File: src/hdl/deq_pkg.sv
package deq_pkg;

  // Request kinds.
  localparam int KIND_W = 3;
  typedef logic [KIND_W-1:0] kind_t;
  localparam kind_t KIND_PUSH_FRONT = 3'd0;
  localparam kind_t KIND_PUSH_BACK  = 3'd1;
  localparam kind_t KIND_POP_FRONT  = 3'd2;
  localparam kind_t KIND_POP_BACK   = 3'd3;
  localparam kind_t KIND_DUMP_FWD   = 3'd4;
  localparam kind_t KIND_DUMP_BWD   = 3'd5;

  // Result status codes.
  localparam int STATUS_W = 2;
  typedef logic [STATUS_W-1:0] status_t;
  localparam status_t ST_OK    = 2'd0;
  localparam status_t ST_EMPTY = 2'd1;
  localparam status_t ST_FULL  = 2'd2;

  // Field widths.
  localparam int DATA_W = 32;
  localparam int OCC_W  = 7;

  typedef logic signed [DATA_W-1:0] data_t;
  typedef logic [OCC_W-1:0] occ_t;

  // One result as held in the output queue.
  typedef struct packed {
    data_t   value;
    status_t status;
    logic    last;
    occ_t    occupancy;
  } rsp_t;

endpackage

File: src/hdl/deq_if.sv
// Request channel: one queue operation per request.
interface deq_req_if;
  logic                  valid;
  logic                  ready;
  deq_pkg::kind_t        kind;
  deq_pkg::data_t        push_value;

  modport source (output valid, output kind, output push_value, input ready);
  modport sink (input valid, input kind, input push_value, output ready);
endinterface

// Result channel: one status or entry per result; a dump yields one result per entry.
interface deq_rsp_if;
  logic                  valid;
  logic                  ready;
  deq_pkg::data_t        out_value;
  deq_pkg::status_t      status;
  logic                  last;
  deq_pkg::occ_t         occupancy;

  modport source (output valid, output out_value, output status, output last,
                  output occupancy, input ready);
  modport sink (input valid, input out_value, input status, input last,
                input occupancy, output ready);
endinterface

File: src/hdl/double_ended_queue_core.sv
// Channel   Port     Dir  Contents
// request   in_req   in   kind, push_value
// result    out_rsp  out  out_value, status, last, occupancy
//
// A push, a pop or a rejected request passes through the result stage register and
// then a two-entry output queue before its result is offered.
// A dump of N entries holds the request side until its last read, one read of the
// entry memory per cycle while the output side has space, and streams N results.
// Reset (rst_n low, synchronous) empties the queue; memory contents are not cleared.
// A stalled result side stops memory reads once the output queue and the
// read in flight fill it; no result is dropped.
module double_ended_queue_core #(
  parameter int DEPTH = 64
) (
  input  logic              clk,
  input  logic              rst_n,
  deq_req_if.sink           in_req,
  deq_rsp_if.source         out_rsp
);

  localparam int IDX_W = $clog2(DEPTH);
  localparam int CNT_W = $clog2(DEPTH + 1);
  localparam logic [IDX_W-1:0] LAST_IDX = IDX_W'(DEPTH - 1);
  localparam logic [CNT_W-1:0] FULL_CNT = CNT_W'(DEPTH);

  localparam logic S_IDLE = 1'b0;
  localparam logic S_DUMP = 1'b1;

  function automatic logic [IDX_W-1:0] idx_next(input logic [IDX_W-1:0] i);
    return (i == LAST_IDX) ? '0 : i + 1'b1;
  endfunction

  function automatic logic [IDX_W-1:0] idx_prev(input logic [IDX_W-1:0] i);
    return (i == '0) ? LAST_IDX : i - 1'b1;
  endfunction

  // Queue pointers and dump sequencer.
  logic [IDX_W-1:0] front_r, front_nxt;
  logic [IDX_W-1:0] back_r, back_nxt;
  logic [CNT_W-1:0] count_r, count_nxt;
  logic             state_r, state_nxt;
  logic [IDX_W-1:0] pos_r, pos_nxt;
  logic [CNT_W-1:0] left_r, left_nxt;
  logic             fwd_r, fwd_nxt;

  // Entry memory.
  deq_pkg::data_t   mem [DEPTH];
  logic             mem_we;
  logic [IDX_W-1:0] mem_waddr;
  logic             mem_re;
  logic [IDX_W-1:0] mem_raddr;
  deq_pkg::data_t   rd_data_r;

  // Result stage, aligned with the memory read data.
  logic             issue;
  logic             iss_rd;
  deq_pkg::status_t iss_status;
  logic             iss_last;
  logic [CNT_W-1:0] iss_occ;
  logic             res_valid_r;
  logic             res_rd_r;
  deq_pkg::status_t res_status_r;
  logic             res_last_r;
  logic [CNT_W-1:0] res_occ_r;

  // Output queue.
  deq_pkg::rsp_t    fifo_q [2];
  logic             fifo_wptr_r;
  logic             fifo_rptr_r;
  logic [1:0]       fifo_cnt_r;
  logic             deq;
  logic [2:0]       pend;
  logic             room;
  logic             acc;
  deq_pkg::rsp_t    head;

  // Space check: results already queued or in flight must leave a free slot.
  assign deq  = (fifo_cnt_r != 2'd0) && out_rsp.ready;
  assign pend = {1'b0, fifo_cnt_r} + {2'b00, res_valid_r} - {2'b00, deq};
  assign room = (pend < 3'd2);

  assign in_req.ready = (state_r == S_IDLE) && room;
  assign acc          = in_req.valid && in_req.ready;

  // Request decode and dump stepping.
  always_comb begin
    front_nxt  = front_r;
    back_nxt   = back_r;
    count_nxt  = count_r;
    state_nxt  = state_r;
    pos_nxt    = pos_r;
    left_nxt   = left_r;
    fwd_nxt    = fwd_r;
    mem_we     = 1'b0;
    mem_waddr  = back_r;
    mem_re     = 1'b0;
    mem_raddr  = front_r;
    issue      = 1'b0;
    iss_rd     = 1'b0;
    iss_status = deq_pkg::ST_OK;
    iss_last   = 1'b1;
    iss_occ    = count_r;

    if (state_r == S_IDLE) begin
      if (acc) begin
        case (in_req.kind)
          deq_pkg::KIND_PUSH_FRONT, deq_pkg::KIND_PUSH_BACK: begin
            issue = 1'b1;
            if (count_r == FULL_CNT) begin
              iss_status = deq_pkg::ST_FULL;
            end else begin
              mem_we = 1'b1;
              if (in_req.kind == deq_pkg::KIND_PUSH_FRONT) begin
                mem_waddr = idx_prev(front_r);
                front_nxt = idx_prev(front_r);
              end else begin
                mem_waddr = back_r;
                back_nxt  = idx_next(back_r);
              end
              count_nxt = count_r + 1'b1;
              iss_occ   = count_r + 1'b1;
            end
          end
          deq_pkg::KIND_POP_FRONT, deq_pkg::KIND_POP_BACK: begin
            issue = 1'b1;
            if (count_r == '0) begin
              iss_status = deq_pkg::ST_EMPTY;
            end else begin
              mem_re = 1'b1;
              iss_rd = 1'b1;
              if (in_req.kind == deq_pkg::KIND_POP_FRONT) begin
                mem_raddr = front_r;
                front_nxt = idx_next(front_r);
              end else begin
                mem_raddr = idx_prev(back_r);
                back_nxt  = idx_prev(back_r);
              end
              count_nxt = count_r - 1'b1;
              iss_occ   = count_r - 1'b1;
            end
          end
          deq_pkg::KIND_DUMP_FWD, deq_pkg::KIND_DUMP_BWD: begin
            if (count_r == '0) begin
              issue      = 1'b1;
              iss_status = deq_pkg::ST_EMPTY;
            end else begin
              state_nxt = S_DUMP;
              fwd_nxt   = (in_req.kind == deq_pkg::KIND_DUMP_FWD);
              pos_nxt   = (in_req.kind == deq_pkg::KIND_DUMP_FWD) ? front_r
                                                                   : idx_prev(back_r);
              left_nxt  = count_r;
            end
          end
          default: begin
            issue = 1'b0;
          end
        endcase
      end
    end else if (room) begin
      // One entry read per cycle while the output side has space.
      mem_re    = 1'b1;
      mem_raddr = pos_r;
      issue     = 1'b1;
      iss_rd    = 1'b1;
      iss_last  = (left_r == CNT_W'(1));
      pos_nxt   = fwd_r ? idx_next(pos_r) : idx_prev(pos_r);
      left_nxt  = left_r - 1'b1;
      if (left_r == CNT_W'(1)) begin
        state_nxt = S_IDLE;
      end
    end
  end

  // Control registers.
  always_ff @(posedge clk) begin
    if (!rst_n) begin
      front_r     <= '0;
      back_r      <= '0;
      count_r     <= '0;
      state_r     <= S_IDLE;
      left_r      <= '0;
      res_valid_r <= 1'b0;
    end else begin
      front_r     <= front_nxt;
      back_r      <= back_nxt;
      count_r     <= count_nxt;
      state_r     <= state_nxt;
      left_r      <= left_nxt;
      res_valid_r <= issue;
    end
  end

  // Payload registers of the sequencer and the result stage.
  always_ff @(posedge clk) begin
    pos_r        <= pos_nxt;
    fwd_r        <= fwd_nxt;
    res_rd_r     <= iss_rd;
    res_status_r <= iss_status;
    res_last_r   <= iss_last;
    res_occ_r    <= iss_occ;
  end

  // Entry memory write port.
  always_ff @(posedge clk) begin
    if (mem_we) begin
      mem[mem_waddr] <= in_req.push_value;
    end
  end

  // Entry memory registered read port.
  always_ff @(posedge clk) begin
    if (mem_re) begin
      rd_data_r <= mem[mem_raddr];
    end
  end

  // Output queue pointers.
  always_ff @(posedge clk) begin
    if (!rst_n) begin
      fifo_wptr_r <= 1'b0;
      fifo_rptr_r <= 1'b0;
      fifo_cnt_r  <= 2'd0;
    end else begin
      if (res_valid_r) begin
        fifo_wptr_r <= ~fifo_wptr_r;
      end
      if (deq) begin
        fifo_rptr_r <= ~fifo_rptr_r;
      end
      fifo_cnt_r <= fifo_cnt_r + {1'b0, res_valid_r} - {1'b0, deq};
    end
  end

  // Output queue storage; a result with no entry carries zero.
  always_ff @(posedge clk) begin
    if (res_valid_r) begin
      fifo_q[fifo_wptr_r] <= '{value:     res_rd_r ? rd_data_r : '0,
                               status:    res_status_r,
                               last:      res_last_r,
                               occupancy: deq_pkg::OCC_W'(res_occ_r)};
    end
  end

  assign head              = fifo_q[fifo_rptr_r];
  assign out_rsp.valid     = (fifo_cnt_r != 2'd0);
  assign out_rsp.out_value = head.value;
  assign out_rsp.status    = head.status;
  assign out_rsp.last      = head.last;
  assign out_rsp.occupancy = head.occupancy;

  // The entry count never exceeds the capacity.
  a_count_range: assert property (@(posedge clk) disable iff (!rst_n)
    count_r <= FULL_CNT)
    else $error("entry count above capacity");

  // The back index always sits count entries past the front index.
  a_ring_consistent: assert property (@(posedge clk) disable iff (!rst_n)
    ((({1'b0, front_r} + count_r) >= FULL_CNT) ?
      (({1'b0, front_r} + count_r - FULL_CNT) == {1'b0, back_r}) :
      (({1'b0, front_r} + count_r) == {1'b0, back_r})))
    else $error("front, back and count disagree");

  // A result leaving the result stage always finds a free queue slot.
  a_no_overflow: assert property (@(posedge clk) disable iff (!rst_n)
    res_valid_r |-> (fifo_cnt_r < 2'd2) || deq)
    else $error("output queue overflow");

  // A dump never reads past its remaining entry count.
  a_dump_left: assert property (@(posedge clk) disable iff (!rst_n)
    (state_r == S_DUMP) |-> (left_r != '0) && (left_r <= count_r))
    else $error("dump sequencer out of range");

  // No new request is taken while a dump is streaming.
  a_dump_blocks: assert property (@(posedge clk) disable iff (!rst_n)
    (state_r == S_DUMP) |-> !in_req.ready)
    else $error("request accepted during dump");

endmodule
File: src/flat_wrapper.sv
// flat-port wrapper written by rule: the top's interface ports become plain ports
module double_ended_queue_core_flat 
#(
  parameter int DEPTH = 64
)
  (clk, rst_n, in_req_valid, in_req_kind, in_req_push_value, in_req_ready, out_rsp_valid, out_rsp_out_value, out_rsp_status, out_rsp_last, out_rsp_occupancy, out_rsp_ready);
  deq_req_if in_req_i ();
  deq_rsp_if out_rsp_i ();
  input  logic clk;
  input  logic rst_n;
  input wire logic [$bits(in_req_i.valid)-1:0] in_req_valid;
  input wire logic [$bits(in_req_i.kind)-1:0] in_req_kind;
  input wire logic [$bits(in_req_i.push_value)-1:0] in_req_push_value;
  output wire logic [$bits(in_req_i.ready)-1:0] in_req_ready;
  output wire logic [$bits(out_rsp_i.valid)-1:0] out_rsp_valid;
  output wire logic [$bits(out_rsp_i.out_value)-1:0] out_rsp_out_value;
  output wire logic [$bits(out_rsp_i.status)-1:0] out_rsp_status;
  output wire logic [$bits(out_rsp_i.last)-1:0] out_rsp_last;
  output wire logic [$bits(out_rsp_i.occupancy)-1:0] out_rsp_occupancy;
  input wire logic [$bits(out_rsp_i.ready)-1:0] out_rsp_ready;
  assign in_req_i.valid = in_req_valid;
  assign in_req_i.kind = in_req_kind;
  assign in_req_i.push_value = in_req_push_value;
  assign in_req_ready = in_req_i.ready;
  assign out_rsp_valid = out_rsp_i.valid;
  assign out_rsp_out_value = out_rsp_i.out_value;
  assign out_rsp_status = out_rsp_i.status;
  assign out_rsp_last = out_rsp_i.last;
  assign out_rsp_occupancy = out_rsp_i.occupancy;
  assign out_rsp_i.ready = out_rsp_ready;
  double_ended_queue_core #(.DEPTH(DEPTH)) u_core (.clk(clk), .rst_n(rst_n), .in_req(in_req_i), .out_rsp(out_rsp_i));
endmodule
File: config.mk
export PLATFORM = sky130hd
export DESIGN_NAME = double_ended_queue_core_flat
export DESIGN_NICKNAME = d
export VERILOG_FILES = /design/src/hdl/deq_pkg.sv /design/src/hdl/deq_if.sv /design/src/hdl/double_ended_queue_core.sv /design/src/flat_wrapper.sv
export SDC_FILE = /design/constraint.sdc
export NUM_CORES = 2
export LEC_CHECK = 0
export BUFFER_PORTS_ARGS = -buffer_cell sky130_fd_sc_hd__buf_2
export CORE_UTILIZATION = 35
export CTS_CLUSTER_DIAMETER = 200
export DETAILED_ROUTE_END_ITERATION = 10
export MAX_ROUTING_LAYER = met4
export PLACE_DENSITY_LB_ADDON = 0.12
export SYNTH_ARGS = -nofsm -noshare
export SYNTH_HDL_FRONTEND = slang
export SYNTH_SLANG_ARGS = --single-unit
File: constraint.sdc
create_clock -name clk -period 18.47 [get_ports clk]
set_input_delay 2.7705 -clock clk [delete_from_list [all_inputs] [get_ports clk]]
set_output_delay 2.7705 -clock clk [all_outputs]
set_load 0.01 [all_outputs]
=== Word level (Yosys, flattened, before mapping) ===
Memories as Yosys holds them, arrays and structs flattened. A register that Yosys moved wholly into a read port is not among the register bits.
Cells that the tools add are included.

* Bitwise gates (word level): 5
* Magnitude comparators: 1
* $add $sub $neg: 13
* Eq/ne operators: 18
* Multiplexer cells: 72
* Reductions and logical operators: 23

{| class="wikitable"
|+ Operators with widths
! cell !! count
|-
| $mux 6 || 32
|-
| $mux 7 || 9
|-
| $mux 32 || 1
|-
| $mux 1 || 24
|-
| $pmux 6 s2 || 2
|-
| $add 6x1->6 const B || 3
|-
| $eq 6x6->1 const B || 3
|-
| $logic_not 6->1 || 3
|-
| $sub 6x1->6 const B || 3
|-
| $pmux 7 s2 || 1
|-
| $reduce_and 7->1 || 2
|-
| $sub 7x1->7 const B || 2
|-
| $ne 2x2->1 const B || 5
|-
| $reduce_and 4->1 || 2
|-
| $reduce_bool 2->1 || 4
|-
| $reduce_or 2->1 || 4
|-
| $reduce_or 4->1 || 2
|-
| $add 7x1->7 const B || 1
|-
| $eq 7x1->1 const B || 1
|-
| $eq 7x7->1 const B || 1
|-
| $logic_not 7->1 || 1
|-
| $eq 3x2->1 const B || 2
|-
| $eq 3x3->1 const B || 2
|-
| $ne 2x1->1 const B || 3
|-
| 13 further kinds || 19
|}

* Output and inout port bits: 44
* Register bits: 50
* Memory bits (writable): 2132
* Logic and storage cells: 149
* Input port bits: 39
* Memories kept: 2

{| class="wikitable"
|+ Memories
! name !! depth !! bits a word !! rd ports !! clocked after Yosys merged registers in !! wr ports !! RTL line !! source
|-
| u_core.mem || 64 || 32 || 1 || 1 || 1 || double_ended_queue_core.sv:47 || <nowiki>deq_pkg::data_t mem [DEPTH];</nowiki>
|-
| u_core.fifo_q || 2 || 42 || 1 || 1 || 1 || double_ended_queue_core.sv:67 || <nowiki>deq_pkg::rsp_t fifo_q [2];</nowiki>
|}

=== Logic depth before layout (Yosys ltp) ===
* Depth after elaboration: 10
* Depth in mapped cells: 19
* Depth with buffers taken out: 15

=== Worst setup path after synthesis ===
Ideal clock, no wire load.

* Path type: input to register
* Start point: in out_rsp_ready
* End point: mem u_core.mem[10][0] (netlist bit), enable pin
* Cell stages on the path: 14
* Setup slack: 10.560 ns
* Buffers on the path: 3
* Setup time: 0.421 ns
* Required time: 18.049 ns
* Data arrival time: 7.489 ns
* Path through: and2_1 > ha_1 > inv_1 > ha_1 > fa_1 > xnor2_1 > or4_1 > clkbuf_1 > nor3_2 > clkbuf_1 > a31oi_1 > or3_1 > clkbuf_1 > nor2_1

* Longest elaborated chain between the ends: 9
* Elaborated cells on any way between the ends: 11
* Classes of those cells: add/sub: 1; order compare: 1; mux: 6; reduce/logical: 3

{| class="wikitable"
|+ Ends and longest elaborated chain
! what !! RTL line !! source
|-
| start, declared || flat_wrapper.sv:20 || <nowiki>input wire logic [$bits(out_rsp_i.ready)-1:0] out_rsp_ready;</nowiki>
|-
| $logic_and 1x1->1 * || double_ended_queue_core.sv:78 || <nowiki>assign deq = (fifo_cnt_r != 2'd0) && out_rsp.ready;</nowiki>
|-
| $sub 3x1->3 * || double_ended_queue_core.sv:79 || <nowiki>assign pend = {1'b0, fifo_cnt_r} + {2'b00, res_valid_r} - {2'b00, deq};</nowiki>
|-
| $lt 3x2->1 * || double_ended_queue_core.sv:80 || <nowiki>assign room = (pend < 3'd2);</nowiki>
|-
| $logic_and 1x1->1 * || double_ended_queue_core.sv:82 || <nowiki>assign in_req.ready = (state_r == S_IDLE) && room;</nowiki>
|-
| $logic_and 1x1->1 * || double_ended_queue_core.sv:83 || <nowiki>assign acc = in_req.valid && in_req.ready;</nowiki>
|-
| $mux 1 || double_ended_queue_core.sv:105 || <nowiki>if (acc) begin</nowiki>
|-
| $mux 1 || double_ended_queue_core.sv:104 || <nowiki>if (state_r == S_IDLE) begin</nowiki>
|-
| $mux 1 || double_ended_queue_core.sv:205 || <nowiki>if (mem_we) begin</nowiki>
|-
| $mux 1 (not written as such) || double_ended_queue_core.sv:206 || <nowiki>mem[mem_waddr] <= in_req.push_value;</nowiki>
|-
| end, declared || double_ended_queue_core.sv:47 ||
|}

Mark *: on every way between the ends. The rest lies on a longest branch, timed or not.

=== Worst setup path after layout ===
* Start point: in out_rsp_ready
* End point: reg u_core.rd_data_r[16], read port of u_core.mem (data pin)

* Longest elaborated chain between the ends: 7
* Elaborated cells on any way between the ends: 11
* Classes of those cells: add/sub: 1; order compare: 1; mux: 6; reduce/logical: 3

{| class="wikitable"
|+ Ends and longest elaborated chain
! what !! RTL line !! source
|-
| $logic_and 1x1->1 * || double_ended_queue_core.sv:78 ||
|-
| net u_core.deq || double_ended_queue_core.sv:71 || <nowiki>logic deq;</nowiki>
|-
| $sub 3x1->3 * || double_ended_queue_core.sv:79 ||
|-
| $lt 3x2->1 * || double_ended_queue_core.sv:80 ||
|-
| $logic_and 1x1->1 || double_ended_queue_core.sv:82 ||
|-
| $logic_and 1x1->1 || double_ended_queue_core.sv:83 ||
|-
| $mux 6 / $mux 1 (equally long branches) || double_ended_queue_core.sv:105 ||
|-
| $mux 6 / $mux 1 (equally long branches) || double_ended_queue_core.sv:104 ||
|-
| end, declared || double_ended_queue_core.sv:52 || <nowiki>deq_pkg::data_t rd_data_r;</nowiki>
|}

Mark *: on every way through the listed nets, which the timed path passes. The rest lies on a longest branch.
A chain may end at the register's enable or synchronous reset.

==> results_dict.tcl <==
set metrics [dict create \
    status "complete, but fails checks" \
    violations "max-capacitance violations, max-slew violations" \
    yosys_warnings 0 \
    cp_max_fo 58 \
    drtAntennaViolNets 0 \
    cts_buffer_depth 3 \
    synth_nets 5472 \
    firstDrtPassIters 5 \
    mostFrequentLayoutCells "edfxtp_1, mux2i_1, clkbuf_16" \
    synth_mux_area_share_pct 8.54 \
    finalCritPeriodShare_pct 56.4 \
    clock_latency_ns 0.90 \
    synth_xor_area_share_pct 0.128 \
    p_leak_nw 35.1 \
    hp-class "flop to flop" \
    synth_top_area_share_pct 73.2 \
    antenna_found_initial 24 \
    synth_top_family_by_area "compound AO/OA/AOI/OAI gates" \
    gr-total-overflow 0 \
    vias 52100 \
    hpwl_um 156000 \
    synth_edf_count 2171 \
    crit_path_frequent_cell "buf_4" \
    start_kind "input pin" \
    p_per_area_mw_per_mm2 134 \
    netlist_area_mm2 0.0890 \
    max_stage_delay_ns 1.18 \
    clock.fmax_mhz 96.0 \
    dp_slack_ns 7.33 \
    synth-seq-cells 2215 \
    setup_ws_ns 8.06 \
    cts_resized 0 \
    cp.required_ns 19.05 \
    crit_path_top_delay_cell "o41ai_1" \
    start_util_pct 35.3 \
    crit_path_end_kind "flop" \
    cts_hold_buf 0 \
    layout_commonest_cell "edfxtp_1" \
    synth_compound_area_share_pct 10.5 \
    drc 0 \
    hold_viol_final 0 \
    grt_max_degree 131 \
    max_cap_viol_count 1 \
    syn_avg_cell_area_um2 16.4 \
    rsz0062_at_grt "false" \
    place_inst 8624 \
    gp_congestion 0.795 \
    setup-violations-final 0 \
    ys_top_cells_by_area "edfxtp_1, mux2i_1, o31ai_1" \
    setup_tns_ns 0 \
    synth.distinct_cells 73 \
    row_count 184 \
    yosys.area_share.simple_pct 3.85 \
    clock-root-buffer "clkbuf_16" \
    area_delta_synth_final_pct 14.4 \
    ir_drop_mv 0.0885 \
    drive_gt1_share_pct 15.4 \
    core_mm2 0.252 \
    die-area_mm2 0.256 \
    yosysTopAreaCell "edfxtp_1" \
    worstPathCellList "buf_2 -> and2_1 -> ha_1 -> inv_1 -> ha_1 -> fa_1 -> xnor2_1 -> nor4_2 -> nand3_4 -> nand3_4 -> buf_4 -> buf_4 -> buf_4 -> mux2i_1 -> a221oi_1 -> o41ai_1 -> nand4_1" \
    whs_ns 0.389 \
    crit_type "input pin to flop" \
    die_h_um 506 \
    chipWidth_um 506 \
    vias_per_cell 5.74 \
    grt_pass1_vias 50700 \
    wl_per_cell_um 32.6 \
    fin_nets 5568 \
    cts_buffers 235 \
    yosysSeqAreaShare_pct 74.2 \
    grt_pass1_wl_um 408000 \
    wirelength_um 296000 \
    ys_async_sr_fraction_pct 0 \
    num-fill-cells 22900 \
    ioPinCount 83 \
    htree_levels 4 \
    slew_headroom_pct -4.16 \
    synth_adder_area_share_pct 0.233 \
    timing.final.crit_period_ns 10.41 \
    worst_pin_slew_ns 1.54 \
    grt_usage_pct 23.3 \
    yosys_most_used_dff "edfxtp_1" \
    post_cts_buffers 0 \
    portBuffers 82 \
    worst_ep_arrival_time_ns 10.99 \
    postSynthCellCount 5417 \
    clk_pin_slew_ns 0.06 \
    drtIter0Drc 5447 \
    cts_tree "built" \
    maxSlewViolCount 2 \
    fin_worst_skew_ns 0.0766 \
    cts_sinks 2215 \
    final_cells 9074 \
]
[state kept, by name, summed over array words and instances (netlist names), 2 cells and up, named ones only]
name and count:
u_core.back_r 6, u_core.count_r 7, u_core.fifo_cnt_r 2, u_core.fifo_q 84, u_core.front_r 6, u_core.left_r 7
u_core.mem 2048, u_core.pos_r 6, u_core.rd_data_r 32, u_core.res_occ_r 7, u_core.res_status_r 2
[through the flow]
| stage | cell area, um2 | power (mW) | util [%] |
|---|---|---|---|
| finish | 102000 | 13.6 | 40.4 |
| global route | 102000 | 14.0 | 40.4 |
| floorplan | 89000 | 7.66 | - |
| global placement | 94200 | 9.07 | 37.4 |
| detailed placement | 94300 | 9.09 | 37.4 |
| CTS | 102000 | 13.7 | 40.4 |
[where the power goes]
part           leakage [nW]  internal [mW]  total (mW)  switching [mW]
combinational          11.6           1.03        3.31            2.29
clock                  3.67           2.62        4.63            2.01
sequential             19.9           5.62        5.66          0.0410
[logic make-up (layout without fill, tap and decap cells)]
logic type	count (synthesis)	in the layout
adder cells (fa/ha/maj)	16	16
buffers and inverters	504	804
multiplexers	750	750
XOR/XNOR	13	13
flip-flops	2215	2215
AND/OR/NAND/NOR	650	650
other	0	9
AO/OA/AOI/OAI	1269	1269
[path summary, 6_finish.rpt]
| kind | slack [ns] | cells after the start | endpoint | startpoint |
|---|---|---|---|---|
| worst max-delay path | 8.06 | 17 | u_core.rd_data_r[16] | out_rsp_ready |
| worst min-delay path | 0.39 | 0 | u_core.fifo_q[1][4] | u_core.res_occ_r[4] |
| worst min register to register | 0.39 | 0 | u_core.fifo_q[1][4] | u_core.res_occ_r[4] |
| worst max register to register | 9.30 | 17 | u_core.rd_data_r[16] | u_core.fifo_cnt_r[1] |
[area by class of cell]
| class | instances | area, um2 | area share, % |
|---|---|---|---|
| sequential | 2215 | 66100 | 64.9 |
| multi-input combinational | 2698 | 21600 | 21.2 |
| clock buffer | 292 | 6160 | 6.05 |
| tap | 3348 | 4190 | 4.11 |
| timing repair buffer | 305 | 2200 | 2.16 |
| clock inverter | 149 | 1400 | 1.38 |
| inverter | 58 | 218 | 0.214 |
| antenna | 9 | 22.5 | 0.0221 |
[worst max-delay path, delay by kind of cell]
kind	cells	cell delay (ns)
AO/OA/AOI/OAI	2	1.28
XOR/XNOR	1	0.23
adder cells (fa/ha/maj)	3	0.93
buffers and inverters	5	2.76
multiplexers	1	0.26
AND/OR/NAND/NOR	5	2.54
[layer usage]
| layer | share of wire [%] | global-route usage, % | vias to the layer above |
|---|---|---|---|
| met5 | 0 | - | - |
| met2 | 48 | 37.0 | 1682 |
| met4 | 2.4 | 5.70 | 0 |
| li1 | - | - | 22500 |
| met3 | 5.2 | 2.62 | 360 |
| met1 | 45 | 32.0 | 27600 |
[cell usage after synthesis, types with 67 or more instances]
master / n
a211oi_1: 167
a21oi_1: 124
a221oi_1: 67
buf_2: 87
clkbuf_1: 272
edfxtp_1: 2171
mux2_2: 75
mux2i_1: 675
nand2_1: 144
nand4_1: 196
nor2_1: 113
o21ai_0: 74
o22a_1: 97
o22ai_1: 191
o31ai_1: 201
Power figures use the tool's default switching activity.
